===== config.mk =====
export PLATFORM = sky130hd
export DESIGN_NAME = sptq_ctrl
export DESIGN_NICKNAME = d
export VERILOG_FILES = /design/src/rtl/sptq_pkg.sv /design/src/rtl/sptq_ctrl.sv
export VERILOG_INCLUDE_DIRS = /design/src /design/src/rtl
export SDC_FILE = /design/constraint.sdc
export NUM_CORES = 1
export LEC_CHECK = 0
export BUFFER_PORTS_ARGS = -buffer_cell sky130_fd_sc_hd__buf_2
export CAP_MARGIN = 20
export CORE_AREA = 2 2 39 41
export CTS_CLUSTER_SIZE = 30
export DETAILED_ROUTE_END_ITERATION = 10
export DIE_AREA = 0 0 41 43
export SYNTH_ARGS = -nofsm -noshare
export SYNTH_HDL_FRONTEND = slang
export SYNTH_SLANG_ARGS = --single-unit

===== constraint.sdc =====
create_clock -name clk_i -period 3.74 [get_ports clk_i]
set_input_delay 0.187 -clock clk_i [delete_from_list [all_inputs] [get_ports clk_i]]
set_output_delay 0.187 -clock clk_i [all_outputs]
set_load 0.005 [all_outputs]

===== src/rtl/stable_priority_task_queue_top_defines.svh =====
// Assertion helpers for the queue RTL, included by the controller.
`ifndef STABLE_PRIORITY_TASK_QUEUE_TOP_DEFINES_SVH
`define STABLE_PRIORITY_TASK_QUEUE_TOP_DEFINES_SVH

// Same-cycle implication, masked during reset.
`define SPTQ_ASSERT_NOW(lbl, ante, cons, msg) \
  lbl: assert property (@(posedge clk_i) disable iff (!rst_ni) (ante) |-> (cons)) \
    else $error(msg);

// Next-cycle implication, masked during reset.
`define SPTQ_ASSERT_NEXT(lbl, ante, cons, msg) \
  lbl: assert property (@(posedge clk_i) disable iff (!rst_ni) (ante) |=> (cons)) \
    else $error(msg);

`endif


===== src/rtl/sptq_pkg.sv =====
// ---------------------------------------------------------------------------
// sptq_pkg
// Types and constants of the stable priority task queue.
// ---------------------------------------------------------------------------
package sptq_pkg;

  localparam int unsigned CAPACITY      = 1024;
  localparam int unsigned PRIORITY_BITS = 16;
  localparam int unsigned HANDLE_BITS   = 16;
  localparam int unsigned ORDER_BITS    = 32;
  localparam int unsigned IDX_W         = $clog2(CAPACITY);
  localparam int unsigned CNT_W         = $clog2(CAPACITY + 1);

  typedef enum logic [1:0] {
    OP_SUBMIT = 2'd0,
    OP_TAKE   = 2'd1,
    OP_CLEAR  = 2'd2,
    OP_STOP   = 2'd3
  } op_e;

  typedef enum logic [1:0] {
    ST_OK      = 2'd0,
    ST_FULL    = 2'd1,
    ST_EMPTY   = 2'd2,
    ST_STOPPED = 2'd3
  } status_e;

  typedef enum logic [1:0] {
    S_IDLE,
    S_SCAN,
    S_TAIL,
    S_MOVE
  } state_e;

  typedef struct packed {
    op_e                             op;
    logic signed [PRIORITY_BITS-1:0] priority_req;
    logic [HANDLE_BITS-1:0]          task_handle;
  } req_t;

  typedef struct packed {
    status_e                         status;
    logic [HANDLE_BITS-1:0]          out_handle;
    logic signed [PRIORITY_BITS-1:0] out_priority;
    logic [CNT_W-1:0]                pending_count;
  } rsp_t;

  typedef struct packed {
    logic signed [PRIORITY_BITS-1:0] prio;
    logic [HANDLE_BITS-1:0]          handle;
    logic [ORDER_BITS-1:0]           order;
  } entry_t;

  // Controller to datapath.
  typedef struct packed {
    logic accept;   // request taken this cycle
    logic issue;    // read scan slot, advance scan index
    logic tail;     // read last occupied slot
    logic move;     // retire best slot, write response
  } cmd_t;

  // Datapath to controller.
  typedef struct packed {
    logic take_short;  // take finishes at once (halted or empty)
    logic scan_last;   // scan index at last occupied slot
  } sts_t;

endpackage


===== src/rtl/sptq_ctrl.sv =====
// ---------------------------------------------------------------------------
// sptq_ctrl
// Sequencer for requests, take scans and the response handshake.
// ---------------------------------------------------------------------------
`include "stable_priority_task_queue_top_defines.svh"

module sptq_ctrl import sptq_pkg::*; (
  input  logic clk_i,
  input  logic rst_ni,
  input  logic in_valid_i,
  output logic in_ready_o,
  input  op_e  op_i,
  output logic out_valid_o,
  input  logic out_ready_i,
  input  sts_t sts_i,
  output cmd_t cmd_o
);

  state_e state_q, state_d;
  logic   out_valid_q, out_valid_d;
  logic   accept, long_take;

  assign in_ready_o = state_q == S_IDLE && (!out_valid_q || out_ready_i);
  assign accept     = in_valid_i && in_ready_o;
  assign long_take  = accept && op_i == OP_TAKE && !sts_i.take_short;

  always_comb begin
    state_d = state_q;
    case (state_q)
      S_IDLE: begin
        if (long_take) begin
          state_d = S_SCAN;
        end
      end
      S_SCAN: begin
        if (sts_i.scan_last) begin
          state_d = S_TAIL;
        end
      end
      S_TAIL: begin
        state_d = S_MOVE;
      end
      S_MOVE: begin
        state_d = S_IDLE;
      end
      default: begin
        state_d = S_IDLE;
      end
    endcase
  end

  always_comb begin
    cmd_o.accept = accept;
    cmd_o.issue  = state_q == S_SCAN;
    cmd_o.tail   = state_q == S_TAIL;
    cmd_o.move   = state_q == S_MOVE;
    out_valid_d  = out_valid_q && !out_ready_i;
    if ((accept && !long_take) || state_q == S_MOVE) begin
      out_valid_d = 1'b1;
    end
  end

  always_ff @(posedge clk_i or negedge rst_ni) begin
    if (!rst_ni) begin
      state_q     <= S_IDLE;
      out_valid_q <= 1'b0;
    end else begin
      state_q     <= state_d;
      out_valid_q <= out_valid_d;
    end
  end

  assign out_valid_o = out_valid_q;

  `SPTQ_ASSERT_NOW(a_busy_no_ready, state_q != S_IDLE, !in_ready_o, "ready while busy")
  `SPTQ_ASSERT_NEXT(a_scan_to_tail, state_q == S_SCAN && sts_i.scan_last,
                    state_q == S_TAIL, "scan did not end")
  `SPTQ_ASSERT_NEXT(a_move_fills, state_q == S_MOVE, out_valid_q, "take lost its response")

endmodule


==> impl_metrics.env <==
export IMPL_path_buf_inv=1
export IMPL_cts_buffers=3
export IMPL_crit_chain="inv_1 -> ha_1 -> a21boi_1 -> a221oi_2 -> mux2_1"
export IMPL_hpwl_um=421
export IMPL_drv_slew=0
export IMPL_post_dp_cell_area_um2=325
export IMPL_final_setup_viol_count=0
export IMPL_tightest_slew_ps=269
export IMPL_grtUsageTotal_pct=6.53
export IMPL_n_antenna_cell=0
export IMPL_cts_tree="yes"
export IMPL_final_setup_tns_ps=0
export IMPL_drive_above_1_share_pct=47.5
export IMPL_seq_area_frac_synth_pct=30.3
export IMPL_core_area_um2=1380
export IMPL_portBuffers=13
export IMPL_hold_path_class="in -> async"
export IMPL_fmax_mhz=641
export IMPL_postRouteAntennaNets=0
export IMPL_wl_met1_um=186
export IMPL_drv_cap=0
export IMPL_cp_start_kind="register"
export IMPL_num_rows=14
export IMPL_syn_instance_count=23
export IMPL_grt_overflow=0
export IMPL_required_ps=3850
export IMPL_dr_first_iter_drc_count=0
export IMPL_htreeDepth=1
export IMPL_syn_nets=36
export IMPL_die_x_um=41
export IMPL_routed_wl_met2_um=230
export IMPL_rsz0062_at_grt="no"
export IMPL_crit_family="compound AO/OA/AOI/OAI gates"
export IMPL_crit_slowest_cell="dfrtp_1"
export IMPL_p_per_area_nw_per_um2=724
export IMPL_path_class="reg -> reg"
export IMPL_ys_types=15
export IMPL_dp_cells=51
export IMPL_dieArea_um2=1760
export IMPL_post_drt_wl_per_cell_um=8.36
export IMPL_antenna_found_initial=0
export IMPL_max_stage_delay_ps=380
export IMPL_layoutNonFillerInstCount=56
export IMPL_wirelength_um=468
export IMPL_syn_avg_cell_area_um2=10.8
export IMPL_met3_length_um=51
export IMPL_clock_path_buffers=2
export IMPL_gp_routability_congestion=0.618
export IMPL_clock_skew_ps=1.17
export IMPL_grt_first_pass_wirelength_um=703
export IMPL_drc=0
export IMPL_num_vias=210
export IMPL_die_h_um=43
export IMPL_pin_count=14
export IMPL_vdd_drop_max_mv=0.177
export IMPL_p_total_mw=0.262
export IMPL_synth_area_um2=248
export IMPL_area_growth_syn_to_layout_pct=46.0
export IMPL_synth_seq_cells=3
export IMPL_mostFrequentLayoutCells="buf_2, ha_1, inv_1, clkbuf_4, dfrtp_1"
export IMPL_worstSetupEndpointType="register"
export IMPL_critPathMaxFanout=4
export IMPL_stdcell_area_um2=362
export IMPL_grt_max_degree=5
export IMPL_root_buffer="clkbuf_4"
export IMPL_period_needed_ps=1560
export IMPL_post_cts_buffers=0
export IMPL_hold_slack_ps=291
export IMPL_slew_headroom_pct=82.1
export IMPL_ys_warn_count=0
export IMPL_leakagePower_nw=0.207
export IMPL_status="complete, no violations"
export IMPL_drt_pre_antenna_iters=1
export IMPL_clock_latency_ps=230
export IMPL_hold_violations=0
export IMPL_arrival_ps=1670
export IMPL_cts_sinks=3
export IMPL_grt_pass1_vias=196
export IMPL_path_clk_slew_ps=30
export IMPL_nets=54
export IMPL_n_fill_cell=159
export IMPL_finalCritPeriodShare_pct=41.7
export IMPL_top_layer="met3"
export IMPL_via_per_inst=3.75
export IMPL_start_util_pct=17.9
export IMPL_final_common_cell="buf_2"
## cells by family (layout without fill, tap and decap cells)
kind of cell	Yosys count	in the layout	share of synthesized area (%)
AOI/OAI and AO/OA	3	3	12.6
adders and majority gates	5	5	25.3
buffers and inverters	5	22	9.59
DFF	3	3	30.3
muxes	2	2	8.59
and+or+nand+nor	5	5	13.6
## per-stage QoR
stage | worst slack (ps) | util (%)
3_3_place_gp | 2180 | 23.5
5_1_grt | 2060 | 26.1
3_5_place_dp | 2160 | 23.5
4_1_cts | 2150 | 26.1
6_report | 2180 | 26.1
2_1_floorplan | 2260 | -
## area by class of cell
class                           instances  area [um^2]  area share, %
Sequential cell                         3         75.1           20.8
Inverter                                4         16.3           4.50
Tap cell                               16         20.0           5.54
Multi-Input combinational cell         15          149           41.2
Timing Repair Buffer                   14         75.1           20.8
Clock buffer                            4         26.3           7.27
## state kept, by name, indices dropped and copies added, names as in the netlist
name         cells
out_valid_o      1
state_q          2
## what timing repair did
item / CTS / global route
resized for setup: 0 / 0
hold buffers: 1 / 0
endpoints found under the hold margin: 3 / 0
## power breakdown
group / internal [mW] / leakage, nW / switching, mW
Clock: 0.0399 / 0.0150 / 0.0151
Sequential: 0.0510 / 0.0353 / 0.0126
Combinational: 0.0761 / 0.157 / 0.0670
Total: 0.167 / 0.207 / 0.0947
## cell usage after synthesis
library cell / instances / area share [%]
nand2b_1: 1 / 2.5
mux2i_1: 1 / 4.0
dfrtp_1: 3 / 30
clkinvlp_2: 1 / 2.0
a211o_1: 1 / 3.5
ha_1: 5 / 25
buf_4: 1 / 3.0
a221oi_2: 1 / 6.1
and2_1: 1 / 2.5
mux2_1: 1 / 4.5
inv_1: 3 / 4.5
and3_1: 1 / 2.5
a21boi_1: 1 / 3.0
nor2_1: 1 / 1.5
or3b_4: 1 / 4.5
## worst paths after layout
kind | from | endpoint | slack [ps] | cells past startpoint
worst max-delay path | state_q[1] | state_q[1] | 2180 | 5
worst min-delay path | rst_ni | state_q[0] | 290 | 2
worst max register to register | state_q[1] | state_q[1] | 2180 | 5
worst min register to register | state_q[1] | state_q[1] | 560 | 1
max in group asynchronous | rst_ni | state_q[1] | 3340 | 2
min in group clk_i | sts_i[1] | out_valid_o | 310 | 3
## per-layer routing
layer	track usage [%]	up-vias
li1	-	109
met5	0	-
met1	5.47	90
met3	3.14	0
met4	6.00	0
met2	10.3	11
No activity file was read; power rests on OpenSTA's default activity.
